File: src/hw/rtl/lru_cache_replacement_assert.svh
// Assertion macros shared by the LRU cache replacement RTL.
`ifndef LRU_CACHE_REPLACEMENT_ASSERT_SVH
`define LRU_CACHE_REPLACEMENT_ASSERT_SVH

// Checks a condition at every clock edge outside reset.
`define LRU_ASSERT_ALWAYS(label, cond, msg) \
    label: assert property (@(posedge clk) disable iff (!rst_n) (cond)) else $error(msg);

// Checks that a condition in one cycle implies another in the next cycle.
`define LRU_ASSERT_NEXT(label, ante, cons, msg) \
    label: assert property (@(posedge clk) disable iff (!rst_n) (ante) |=> (cons)) \
        else $error(msg);

`endif

File: src/hw/rtl/lru_pkg.sv
// Shared types and constants for the LRU cache replacement block.
package lru_pkg;

    localparam int REF_TAG_W  = 16;
    localparam int SLOT_OUT_W = 4;
    localparam int ACTIVE_W   = 5;
    localparam int HIT_W      = 32;
    localparam int APB_DATA_W = 32;
    localparam int PADDR_W    = 3;

    localparam logic [ACTIVE_W-1:0] ACTIVE_RESET = 5'd16;
    localparam logic [HIT_W-1:0]    HIT_MAX      = 32'hFFFF_FFFF;

    localparam logic [PADDR_W-3:0]  REG_ACTIVE_SLOTS = 1'b0;

    typedef enum logic [2:0] {
        ST_IDLE   = 3'b001,
        ST_LOOKUP = 3'b010,
        ST_UPDATE = 3'b100
    } lru_state_t;

    typedef struct packed {
        logic capture;
        logic lookup;
        logic commit;
    } lru_cmd_t;

endpackage

File: src/hw/rtl/lru_ctrl.sv
// Controller state machine that sequences lookup, update and result handoff.
module lru_ctrl
    import lru_pkg::*;
(
    input  logic     clk,
    input  logic     rst_n,
    input  logic     ref_valid,
    output logic     ref_ready,
    output logic     res_valid,
    input  logic     res_ready,
    output lru_cmd_t cmd
);

    lru_state_t state_reg;
    lru_state_t state_next;
    logic       res_valid_reg;
    logic       res_valid_next;
    logic       out_free;

    always_comb
    begin
        out_free    = !res_valid_reg || res_ready;
        cmd.commit  = (state_reg == ST_UPDATE) && out_free;
        cmd.lookup  = (state_reg == ST_LOOKUP);
        ref_ready   = (state_reg == ST_IDLE) || cmd.commit;
        cmd.capture = ref_valid && ref_ready;
    end

    always_comb
    begin
        state_next = state_reg;
        unique case (state_reg)
            ST_IDLE:
            begin
                if (cmd.capture)
                begin
                    state_next = ST_LOOKUP;
                end
            end
            ST_LOOKUP:
            begin
                state_next = ST_UPDATE;
            end
            ST_UPDATE:
            begin
                if (cmd.commit)
                begin
                    state_next = cmd.capture ? ST_LOOKUP : ST_IDLE;
                end
            end
            default:
            begin
                state_next = ST_IDLE;
            end
        endcase
    end

    always_comb
    begin
        if (cmd.commit)
        begin
            res_valid_next = 1'b1;
        end
        else if (res_ready)
        begin
            res_valid_next = 1'b0;
        end
        else
        begin
            res_valid_next = res_valid_reg;
        end
    end

    always_ff @(posedge clk or negedge rst_n)
    begin
        if (!rst_n)
        begin
            state_reg     <= ST_IDLE;
            res_valid_reg <= 1'b0;
        end
        else
        begin
            state_reg     <= state_next;
            res_valid_reg <= res_valid_next;
        end
    end

    assign res_valid = res_valid_reg;

`include "lru_cache_replacement_assert.svh"

    `LRU_ASSERT_NEXT(a_capture_to_lookup, cmd.capture, state_reg == ST_LOOKUP, "no lookup after capture")
    `LRU_ASSERT_NEXT(a_lookup_to_update, state_reg == ST_LOOKUP, state_reg == ST_UPDATE, "lookup not followed by update")
    `LRU_ASSERT_NEXT(a_commit_shows_result, cmd.commit, res_valid_reg, "committed result not presented")

endmodule

File: src/hw/rtl/lru_datapath.sv
// Datapath with the tag store, recency ranks, lookup registers and hit counter.
module lru_datapath
    import lru_pkg::*;
#(
    parameter int SLOTS    = 16,
    parameter int TAG_BITS = 16
)
(
    input  logic                  clk,
    input  logic                  rst_n,
    input  lru_cmd_t              cmd,
    input  logic                  flush,
    input  logic [ACTIVE_W-1:0]   active_slots,
    input  logic [REF_TAG_W-1:0]  ref_tag,
    output logic                  hit,
    output logic [SLOT_OUT_W-1:0] slot_used,
    output logic                  evicted_valid,
    output logic [REF_TAG_W-1:0]  evicted_tag,
    output logic [HIT_W-1:0]      hit_total
);

    localparam int RW    = $clog2(SLOTS);
    localparam int TWIDE = (TAG_BITS > REF_TAG_W) ? TAG_BITS : REF_TAG_W;
    localparam int SOW   = (RW > SLOT_OUT_W) ? RW : SLOT_OUT_W;

    logic [TAG_BITS-1:0] tag_in_reg;
    logic [TAG_BITS-1:0] tag_reg [SLOTS];
    logic [SLOTS-1:0]    valid_reg;
    logic [RW-1:0]       rank_reg [SLOTS];
    logic [HIT_W-1:0]    hit_count_reg;
    logic [HIT_W-1:0]    hit_count_next;

    logic                hit_l_reg;
    logic [SLOTS-1:0]    sel_l_reg;
    logic                age_all_l_reg;
    logic [RW-1:0]       limit_l_reg;
    logic                ev_valid_l_reg;
    logic [TAG_BITS-1:0] ev_tag_l_reg;

    logic [TWIDE-1:0]    tag_in_wide;
    logic [SLOTS-1:0]    active_vec;
    logic [SLOTS-1:0]    match_vec;
    logic [SLOTS-1:0]    empty_vec;
    logic [SLOTS-1:0]    oldest_vec;
    logic [SLOTS-1:0]    match_low;
    logic [SLOTS-1:0]    empty_low;
    logic [SLOTS-1:0]    oldest_low;
    logic [SLOTS-1:0]    sel_vec;
    logic                any_hit;
    logic                any_empty;
    logic [RW-1:0]       last_rank;
    logic [RW-1:0]       hit_rank;
    logic [RW-1:0]       limit_val;
    logic [TAG_BITS-1:0] sel_tag;
    logic [RW-1:0]       sel_idx;
    logic [SOW-1:0]      sel_idx_wide;
    logic [TWIDE-1:0]    ev_tag_wide;

    assign tag_in_wide = TWIDE'(ref_tag);

    always_comb
    begin
        if (active_slots == '0)
        begin
            last_rank = '0;
        end
        else if (int'(active_slots) > SLOTS)
        begin
            last_rank = RW'(SLOTS - 1);
        end
        else
        begin
            last_rank = RW'(active_slots - ACTIVE_W'(1));
        end
    end

    always_comb
    begin
        for (int k = 0; k < SLOTS; k++)
        begin
            active_vec[k] = (k == 0) || (int'(active_slots) > k);
            match_vec[k]  = valid_reg[k] && active_vec[k] && (tag_reg[k] == tag_in_reg);
            empty_vec[k]  = !valid_reg[k] && active_vec[k];
            oldest_vec[k] = active_vec[k] && (rank_reg[k] == last_rank);
        end
        match_low  = match_vec & (~match_vec + SLOTS'(1));
        empty_low  = empty_vec & (~empty_vec + SLOTS'(1));
        oldest_low = oldest_vec & (~oldest_vec + SLOTS'(1));
        any_hit    = |match_vec;
        any_empty  = |empty_vec;
        if (any_hit)
        begin
            sel_vec = match_low;
        end
        else if (any_empty)
        begin
            sel_vec = empty_low;
        end
        else
        begin
            sel_vec = oldest_low;
        end
    end

    always_comb
    begin
        hit_rank = '0;
        sel_tag  = '0;
        for (int k = 0; k < SLOTS; k++)
        begin
            if (sel_vec[k])
            begin
                hit_rank = hit_rank | rank_reg[k];
                sel_tag  = sel_tag | tag_reg[k];
            end
        end
        limit_val = any_hit ? hit_rank : last_rank;
    end

    always_ff @(posedge clk)
    begin
        if (cmd.capture)
        begin
            tag_in_reg <= tag_in_wide[TAG_BITS-1:0];
        end
        if (cmd.lookup)
        begin
            hit_l_reg      <= any_hit;
            sel_l_reg      <= sel_vec;
            age_all_l_reg  <= !any_hit && any_empty;
            limit_l_reg    <= limit_val;
            ev_valid_l_reg <= !any_hit && !any_empty;
            ev_tag_l_reg   <= (!any_hit && !any_empty) ? sel_tag : '0;
        end
    end

    always_ff @(posedge clk)
    begin
        if (cmd.commit && !hit_l_reg)
        begin
            for (int k = 0; k < SLOTS; k++)
            begin
                if (sel_l_reg[k])
                begin
                    tag_reg[k] <= tag_in_reg;
                end
            end
        end
    end

    always_ff @(posedge clk or negedge rst_n)
    begin
        if (!rst_n)
        begin
            valid_reg <= '0;
            for (int k = 0; k < SLOTS; k++)
            begin
                rank_reg[k] <= '0;
            end
        end
        else if (flush)
        begin
            valid_reg <= '0;
            for (int k = 0; k < SLOTS; k++)
            begin
                rank_reg[k] <= '0;
            end
        end
        else if (cmd.commit)
        begin
            for (int k = 0; k < SLOTS; k++)
            begin
                if (sel_l_reg[k])
                begin
                    rank_reg[k]  <= '0;
                    valid_reg[k] <= 1'b1;
                end
                else if (valid_reg[k] && active_vec[k]
                         && (age_all_l_reg || (rank_reg[k] < limit_l_reg))
                         && (rank_reg[k] != RW'(SLOTS - 1)))
                begin
                    rank_reg[k] <= rank_reg[k] + RW'(1);
                end
            end
        end
    end

    always_comb
    begin
        hit_count_next = hit_count_reg;
        if (hit_l_reg && (hit_count_reg != HIT_MAX))
        begin
            hit_count_next = hit_count_reg + HIT_W'(1);
        end
    end

    always_ff @(posedge clk or negedge rst_n)
    begin
        if (!rst_n)
        begin
            hit_count_reg <= '0;
        end
        else if (cmd.commit)
        begin
            hit_count_reg <= hit_count_next;
        end
    end

    always_comb
    begin
        sel_idx = '0;
        for (int k = 0; k < SLOTS; k++)
        begin
            if (sel_l_reg[k])
            begin
                sel_idx = sel_idx | RW'(k);
            end
        end
        sel_idx_wide = SOW'(sel_idx);
        ev_tag_wide  = TWIDE'(ev_tag_l_reg);
    end

    always_ff @(posedge clk)
    begin
        if (cmd.commit)
        begin
            hit           <= hit_l_reg;
            slot_used     <= sel_idx_wide[SLOT_OUT_W-1:0];
            evicted_valid <= ev_valid_l_reg;
            evicted_tag   <= ev_tag_wide[REF_TAG_W-1:0];
            hit_total     <= hit_count_next;
        end
    end

`include "lru_cache_replacement_assert.svh"

    `LRU_ASSERT_ALWAYS(a_sel_onehot, !cmd.commit || $onehot(sel_l_reg), "selected slot not one-hot")

endmodule

File: src/hw/rtl/lru_cache_replacement.sv
// Top level of the fully associative LRU cache replacement block.
// A result is presented after its transaction passes the lookup and update states.
// A new transaction is accepted only while idle or as the previous one commits.
// A held result stalls write-back and later tags; a tag can still be taken while idle.
// Reset clears all valid bits, ranks and the hit count, and sets active_slots to 16.
module lru_cache_replacement
    import lru_pkg::*;
#(
    parameter int SLOTS    = 16,
    parameter int TAG_BITS = 16
)
(
    input  logic                  clk,
    input  logic                  rst_n,
    input  logic                  psel,
    input  logic                  penable,
    input  logic                  pwrite,
    input  logic [PADDR_W-1:0]    paddr,
    input  logic [APB_DATA_W-1:0] pwdata,
    output logic [APB_DATA_W-1:0] prdata,
    output logic                  pready,
    input  logic                  ref_valid,
    output logic                  ref_ready,
    input  logic [REF_TAG_W-1:0]  ref_tag,
    output logic                  res_valid,
    input  logic                  res_ready,
    output logic                  hit,
    output logic [SLOT_OUT_W-1:0] slot_used,
    output logic                  evicted_valid,
    output logic [REF_TAG_W-1:0]  evicted_tag,
    output logic [HIT_W-1:0]      hit_total
);

    logic [ACTIVE_W-1:0] active_reg;
    logic                cfg_write;
    logic                flush;
    lru_cmd_t            cmd;

    assign pready    = 1'b1;
    assign cfg_write = psel && penable && pwrite && pready;
    assign flush     = cfg_write && (paddr[PADDR_W-1:2] == REG_ACTIVE_SLOTS);
    assign prdata    = (paddr[PADDR_W-1:2] == REG_ACTIVE_SLOTS) ?
                       APB_DATA_W'(active_reg) : '0;

    always_ff @(posedge clk or negedge rst_n)
    begin
        if (!rst_n)
        begin
            active_reg <= ACTIVE_RESET;
        end
        else if (flush)
        begin
            active_reg <= pwdata[ACTIVE_W-1:0];
        end
    end

    lru_ctrl u_ctrl (
        .clk       (clk),
        .rst_n     (rst_n),
        .ref_valid (ref_valid),
        .ref_ready (ref_ready),
        .res_valid (res_valid),
        .res_ready (res_ready),
        .cmd       (cmd)
    );

    lru_datapath #(
        .SLOTS    (SLOTS),
        .TAG_BITS (TAG_BITS)
    ) u_datapath (
        .clk           (clk),
        .rst_n         (rst_n),
        .cmd           (cmd),
        .flush         (flush),
        .active_slots  (active_reg),
        .ref_tag       (ref_tag),
        .hit           (hit),
        .slot_used     (slot_used),
        .evicted_valid (evicted_valid),
        .evicted_tag   (evicted_tag),
        .hit_total     (hit_total)
    );

endmodule

File: config.mk
export PLATFORM = sky130hd
export DESIGN_NAME = lru_cache_replacement
export DESIGN_NICKNAME = d
export VERILOG_FILES = /design/src/hw/rtl/lru_pkg.sv /design/src/hw/rtl/lru_ctrl.sv /design/src/hw/rtl/lru_datapath.sv /design/src/hw/rtl/lru_cache_replacement.sv
export VERILOG_INCLUDE_DIRS = /design/src /design/src/hw/rtl
export SDC_FILE = /design/constraint.sdc
export NUM_CORES = 1
export LEC_CHECK = 0
export ABC_AREA = 1
export BUFFER_PORTS_ARGS = -buffer_cell sky130_fd_sc_hd__buf_2
export CAP_MARGIN = 20
export CORE_MARGIN = 2
export CORE_UTILIZATION = 49
export DETAILED_ROUTE_END_ITERATION = 10
export PLACE_DENSITY = 0.66
export SLEW_MARGIN = 20
export SYNTH_ARGS = -nofsm -noshare
export SYNTH_HDL_FRONTEND = slang
export SYNTH_SLANG_ARGS = --single-unit
File: constraint.sdc
create_clock -name clk -period 12.01 [get_ports clk]
set_clock_uncertainty 0.2 [all_clocks]
set_input_delay 0.6005 -clock clk [delete_from_list [all_inputs] [get_ports clk]]
set_output_delay 0.6005 -clock clk [all_outputs]
set_load 0.02 [all_outputs]
* After elaboration in Yosys (flattened, before gate mapping)
Memories as Yosys holds them, arrays and structs flattened.
Cells that the tools add are included.
** Storage, ports and cells
- ROM bits :: 0
- Bits of input ports :: 58
- Memories :: 1
- Latch bits :: 0
- Output and inout bits :: 89
- Register bits after elaboration :: 230
- Word-level logic and storage cells :: 567
- RAM bits :: 256
** Cells by class
- Shifts and indexed selects :: 0
- Multiply operators :: 0
- Bitwise logic cells :: 37
- $add $sub $neg :: 21
- Reductions and logical operators :: 213
- Equality and inequality tests :: 54
- Divide/modulo/power cells :: 0
- Muxes and demuxes :: 158
- $lt $le $gt $ge :: 32
** Memories
- u_datapath.tag_reg :: depth 16, bits a word 16, rd ports 16, clocked after Yosys merged registers in 0, wr ports 16, RTL line lru_datapath.sv:27 : logic [TAG_BITS-1:0] tag_reg [SLOTS];
** Operators by type and width (number)
- 16-bit 2-to-1 mux :: 20
- 16-bit equality test :: 16
- 16-bit bitwise OR :: 15
- 4-bit 2-to-1 mux :: 57
- 64-bit 2-to-1 mux :: 2
- 1-bit logical AND :: 102
- 1-bit 2-to-1 mux :: 67
- 2-bit AND reduction :: 33
- 4-bit by 1-bit adder with 4-bit output (second input constant) :: 16
- 4-bit equality test :: 16
- 4-bit less-than comparator :: 16
- 4-bit != test (second input constant) :: 16
- 4-bit bitwise OR :: 15
- 16-bit by 1-bit adder with 16-bit output (second input constant) :: 3
- 16-bit AND :: 3
- 16-bit inverter :: 3
- 3-bit nonzero test :: 16
- 5-bit by 4-bit > comparator with 1-bit output (second input constant) :: 8
- 2-bit nonzero test :: 18
- 32-bit by 1-bit adder with 32-bit output (second input constant) :: 1
- 32-bit 2-to-1 mux :: 1
- 32-bit != test (second input constant) :: 1
- 16-bit OR reduction :: 2
- 5-bit by 3-bit > comparator with 1-bit output (second input constant) :: 4
- other kinds (20) :: 64

* Longest topological paths before layout
- Depth in word-level cells :: 42
- Depth in mapped cells :: 25
- Depth with buffers taken out :: 23

* By module
From an unflattened synthesis, not the netlist that was laid out.
** Unflattened totals
- Cells, all modules :: 3782
- Area total of the unflattened synthesis :: 29559.6 sq um
** By module, submodules not included
- lru_datapath :: instances 1, area each 28833.9 sq um, sequential area each 13763.2 sq um, cells each 3682
- lru_cache_replacement :: instances 1, area each 481.7 sq um, sequential area each 126.4 sq um, cells each 66
- lru_ctrl :: instances 1, area each 244.0 sq um, sequential area each 101.3 sq um, cells each 34

* Least setup slack after synthesis
OpenSTA, ideal clock, no wires.
- Kind :: reg2reg
- Start point :: register u_ctrl.state_reg[1]
- End point :: register u_datapath.evicted_tag[0], enable pin
- Data required time :: 11.371 ns
- Buffers on the path :: 3
- Path slack :: 8.237 ns
- Period minus slack after synthesis :: 3.773 ns
- Arrival time :: 3.135 ns
- Setup time :: 0.439 ns
- Stages on the path, launching flop included :: 7
- Cell sequence :: dfrtp_1 nor3_1 inv_1 nor2_1 clkbuf_1 clkbuf_1 buf_1
** RTL lines
- from (decl) :: RTL line lru_ctrl.sv:14 : lru_state_t state_reg;
- from (signal assigned) :: RTL line lru_ctrl.sv:83 : state_reg <= state_next;
- to (signal assigned) :: RTL line lru_datapath.sv:230 : evicted_tag <= ev_tag_wide[REF_TAG_W-1:0];
- to (decl) :: RTL line lru_datapath.sv:18 : output logic [REF_TAG_W-1:0] evicted_tag,

* Worst setup path after layout
- Start point :: register active_reg[1]
- End point :: register u_datapath.ev_tag_l_reg[1], data pin
** On the way
- Elaborated cells on any way between the ends :: 143
- Those cells by class :: add/sub (4); order compare (16); eq/ne (16); mux (20); bitwise (21); reduce/logical (66)
** RTL lines
- from (decl) :: RTL line lru_cache_replacement.sv:34 : logic [ACTIVE_W-1:0] active_reg;
- from (signal assigned) :: RTL line lru_cache_replacement.sv:53 : active_reg <= pwdata[ACTIVE_W-1:0];
- 4-bit by 1-bit subtractor with 4-bit output / 5-bit > comparator (equally long branches) :: RTL line lru_datapath.sv:73, lru_datapath.sv:67
- 4-bit 2-to-1 mux :: RTL line lru_datapath.sv:67 : else if (int'(active_slots) > SLOTS)
- 4-bit 2-to-1 mux :: RTL line lru_datapath.sv:63 : if (active_slots == '0)
- 4-bit equality test :: RTL line lru_datapath.sv:84 : oldest_vec[k] = active_vec[k] && (rank_reg[k] == last_rank);
- 1-bit logical AND :: RTL line lru_datapath.sv:84
- 16-bit inverter :: RTL line lru_datapath.sv:88 : oldest_low = oldest_vec & (~oldest_vec + SLOTS'(1));
- 16-bit by 1-bit adder with 16-bit output :: RTL line lru_datapath.sv:88
- 16-bit AND :: RTL line lru_datapath.sv:88
- [2 not listed]
- named net u_datapath.sel_vec[7] :: RTL line lru_datapath.sv:48 : logic [SLOTS-1:0] sel_vec;
- [9 not listed]
- 16-bit bitwise OR :: RTL line lru_datapath.sv:114 : sel_tag = sel_tag | tag_reg[k];
- 16-bit 2-to-1 mux * :: RTL line lru_datapath.sv:111 : if (sel_vec[k])
- 16-bit bitwise OR :: RTL line lru_datapath.sv:114
- 16-bit 2-to-1 mux * :: RTL line lru_datapath.sv:111
- 16-bit bitwise OR :: RTL line lru_datapath.sv:114
- 16-bit 2-to-1 mux * :: RTL line lru_datapath.sv:111
- 16-bit bitwise OR :: RTL line lru_datapath.sv:114
- 16-bit 2-to-1 mux * :: RTL line lru_datapath.sv:111
- to (signal assigned) :: RTL line lru_datapath.sv:133 : ev_tag_l_reg <= (!any_hit && !any_empty) ? sel_tag : '0;
- to (decl) :: RTL line lru_datapath.sv:38 : logic [TAG_BITS-1:0] ev_tag_l_reg;
The timed path passes the listed nets; every way through them passes the cells marked *.
A chain may end at the register's enable or synchronous reset.

==> flow_summary.yaml <==
run_status:
  outcome: "finished, final reports clean"
grt:
  grtUsageMet3_pct: 3.90
  gr-usage-met2_pct: 47.9
  grt_usage_pct: 30.1
  antenna_found_initial: 1
  grt_pass1_wl_um: 138000
  grt_pass1_vias: 22600
  grt_start_max_net_pins: 112
  top_usage_layer: "met2"
  grt_remaining_overflow: 0
  grt_use_met1_pct: 41.1
finish:
  largest_reg_flops: 256
  diodes: 0
  num-fill-cells: 5521
  syn_to_final_growth_pct: 10.5
  fin_area_sq_mm: 0.0323
  drive_above_1_share_pct: 7.26
  fin_nets: 4012
timing:
  tightest_slew_ns: 0.987
  setup_violations: 0
  fmax_mhz: 187
  fin_crit_sh_pct: 44.6
  fin_tns_setup_ns: 0
  maxSlewViolCount: 0
  slew_headroom_pct: 34.0
  grt_setup_unrepaired: "no"
  finalHoldViolations: 0
  setup_ws_ns: 6.65
  period_needed_ns: 5.36
  holdWs_ns: 0.0770
placed_design:
  port_buffers: 89
  pre_cts_ws_ns: 6.77
  place_area_sq_mm: 0.0303
  gp_congestion: 0.952
  hpwl_um: 66500
worst_setup_path:
  critPathCaptureType: "register"
  worstPathArrival_ns: 5.52
  crit_type: "register to register"
  worstPathRequired_ns: 12.17
  r2r_setup_slack_ns: 6.65
  startpoint_type: "register"
  crit_fanout: 19
power:
  power.density_mw_per_mm2: 182
  pwr-share-comb_pct: 31.0
  p_leak_nw: 15.2
  clock_power_share_pct: 29.1
  p_int_w: 0.00364
  ir_drop_uv: 172
  switching_share_pct: 38.2
  switching_power_w: 0.00225
  power.share.sequential_pct: 39.9
clock_tree:
  cts_setup_buffers: 0
  clock-sinks: 486
  path_clk_slew_ns: 0.06
  cts_root_buf: "clkbuf_16"
  tritoncts: "done"
  cts_buffer_depth: 3
  cts-htree-levels: 2
  cts_made_buffers: 54
  cts_resized: 0
  clock_latency_ns: 0.63
  hold_buffers: 22
route:
  drt-wirelength-per-cell_um: 19.8
  vias: 25200
  routed_wl_um: 93100
  drc: 0
  postRouteAntennaNets: 0
  first_pass_iters: 8
  first_iter_violations: 2856
  viasPerCell: 5.35
synthesis:
  netlist.area_leader.share_pct: 37.5
  synth.area.top_cells: "edfxtp_1 (38%), nand2_1 (18%), dfrtp_1 (10%)"
  synth-edff-count: 365
  avgSynthCellArea_sq_um: 7.75
  ys_types: 53
  synth.most_common_cell: "nand2_1"
  ys_async_sr_fraction_pct: 24.9
  synth_top_area_cell: "edfxtp_1"
  synthCells: 3770
  ys_seq_area_share_pct: 47.9
  ys_warn_count: 0
  synth_common_cells: "nand2_1 (1388), nor2_1 (521), edfxtp_1 (365), inv_1 (365), nand3_1 (204)"
  syn_area_sq_mm: 0.0292
  ys_seq_elements: 486
  synth_ff_type: "edfxtp_1"
floorplanning:
  pin_count: 147
  die_h_um: 248
  std_cell_rows: 89
  die_w_um: 248
  die_area_sq_mm: 0.0616
  start_util_pct: 49.5
  core_sq_mm: 0.0590
flow_run:
  drv_cap: 0
min_path:
  min_path_type: "input port to register"
cells in the final DEF, fill, tap and decap left out, drive strengths merged, types with 4 or more instances in the layout:
cell type	Yosys	routed
a21boi	18	18
a21oi	93	93
and2	5	5
buf	111	136
bufinv	0	7
clkbuf	15	72
clkinv	11	28
conb	2	28
dfrtp	119	119
dlygate4sd3	0	22
edfxtp	365	365
ha	70	70
inv	386	388
nand2	1409	1409
nand3	209	209
nand3b	4	4
nand4	38	38
nor2	532	532
nor3	40	40
nor3b	7	7
nor4	12	12
o211ai	18	18
o21ai	122	122
o22ai	16	16
xnor2	10	10
xor2	137	137
cells by family (layout without fill, tap and decap cells):
group,after synthesis,after routing,share of synthesized area (%)
xor gates and xnor gates,147,147,4.41
DFF,486,486,47.9
buffers and inverters,523,655,7.99
adders and majority gates,70,70,3.00
other,2,28,0.0257
AOI/OAI and AO/OA,279,279,5.29
and+or+nand+nor,2263,2263,31.4
through the flow:
step	total power (W)	cells	utilization [%]
floorplan	0.00358	3796	-
global placement	0.00414	4579	51.3
detailed placement	0.00416	4579	51.3
CTS	0.00588	4701	54.7
global route	0.00620	4701	54.7
finish	0.00589	4701	54.7
layer usage:
layer | vias up | share of wire [%] | wire (um)
met2 | 1093 | 45 | 42000
met3 | 217 | 8.0 | 7490
met5 | - | 0.019 | 18
met1 | 11600 | 42 | 39000
li1 | 12300 | - | -
met4 | 2 | 4.9 | 4540
final timing paths:
kind / depth (start not counted) / end / startpoint
setup / recovery: 20 / u_datapath.ev_tag_l_reg[1] / active_reg[1]
min in group asynchronous: 2 / u_datapath.rank_reg[52] / rst_n
hold reg to reg: 0 / u_datapath.evicted_tag[0] / u_datapath.ev_tag_l_reg[0]
max in group asynchronous: 3 / u_datapath.hit_count_reg[27] / rst_n
hold / removal: 3 / u_ctrl.state_reg[1] / ref_valid
setup reg to reg: 20 / u_datapath.ev_tag_l_reg[1] / active_reg[1]
cell type report:
| cell class | instances | area [sq um] | share of cell area, % |
|---|---|---|---|
| timing repair buffer | 158 | 1030 | 3.19 |
| multi-input combinational | 2787 | 13000 | 40.3 |
| clock inverter | 28 | 337 | 1.04 |
| clock buffer | 72 | 1460 | 4.52 |
| sequential | 486 | 14000 | 43.4 |
| tap | 773 | 967 | 3.00 |
| inverter | 397 | 1490 | 4.62 |
worst max-delay path, cell delays in order (launching register included):
cell and delay (ns):
dfrtp_1 0.53, inv_2 0.16, ha_1 0.27, nor2_1 0.23, nand2_1 0.15, a21oi_1 0.66, nand3_1 0.33, nand2_1 0.16
nor2_1 0.08, nand2_2 0.12, nor2_4 0.12, nand2_2 0.38, nor2_2 0.12, nor2_2 0.55, inv_1 0.33, nand2_1 0.12
nand2_1 0.07, nor2_1 0.26, nand2_1 0.09, nor2_1 0.11, nor2_1 0.05
power by group through the flow:
stage	logic, W	registers (W)	clock network [W]
floorplan	0.00124	0.00234	0
global placement	0.00177	0.00237	0
detailed placement	0.00179	0.00237	0
CTS	0.00181	0.00234	0.00173
global route	0.00203	0.00237	0.00180
finish	0.00183	0.00235	0.00171
Note: power is estimated with default switching activity, not from simulation.
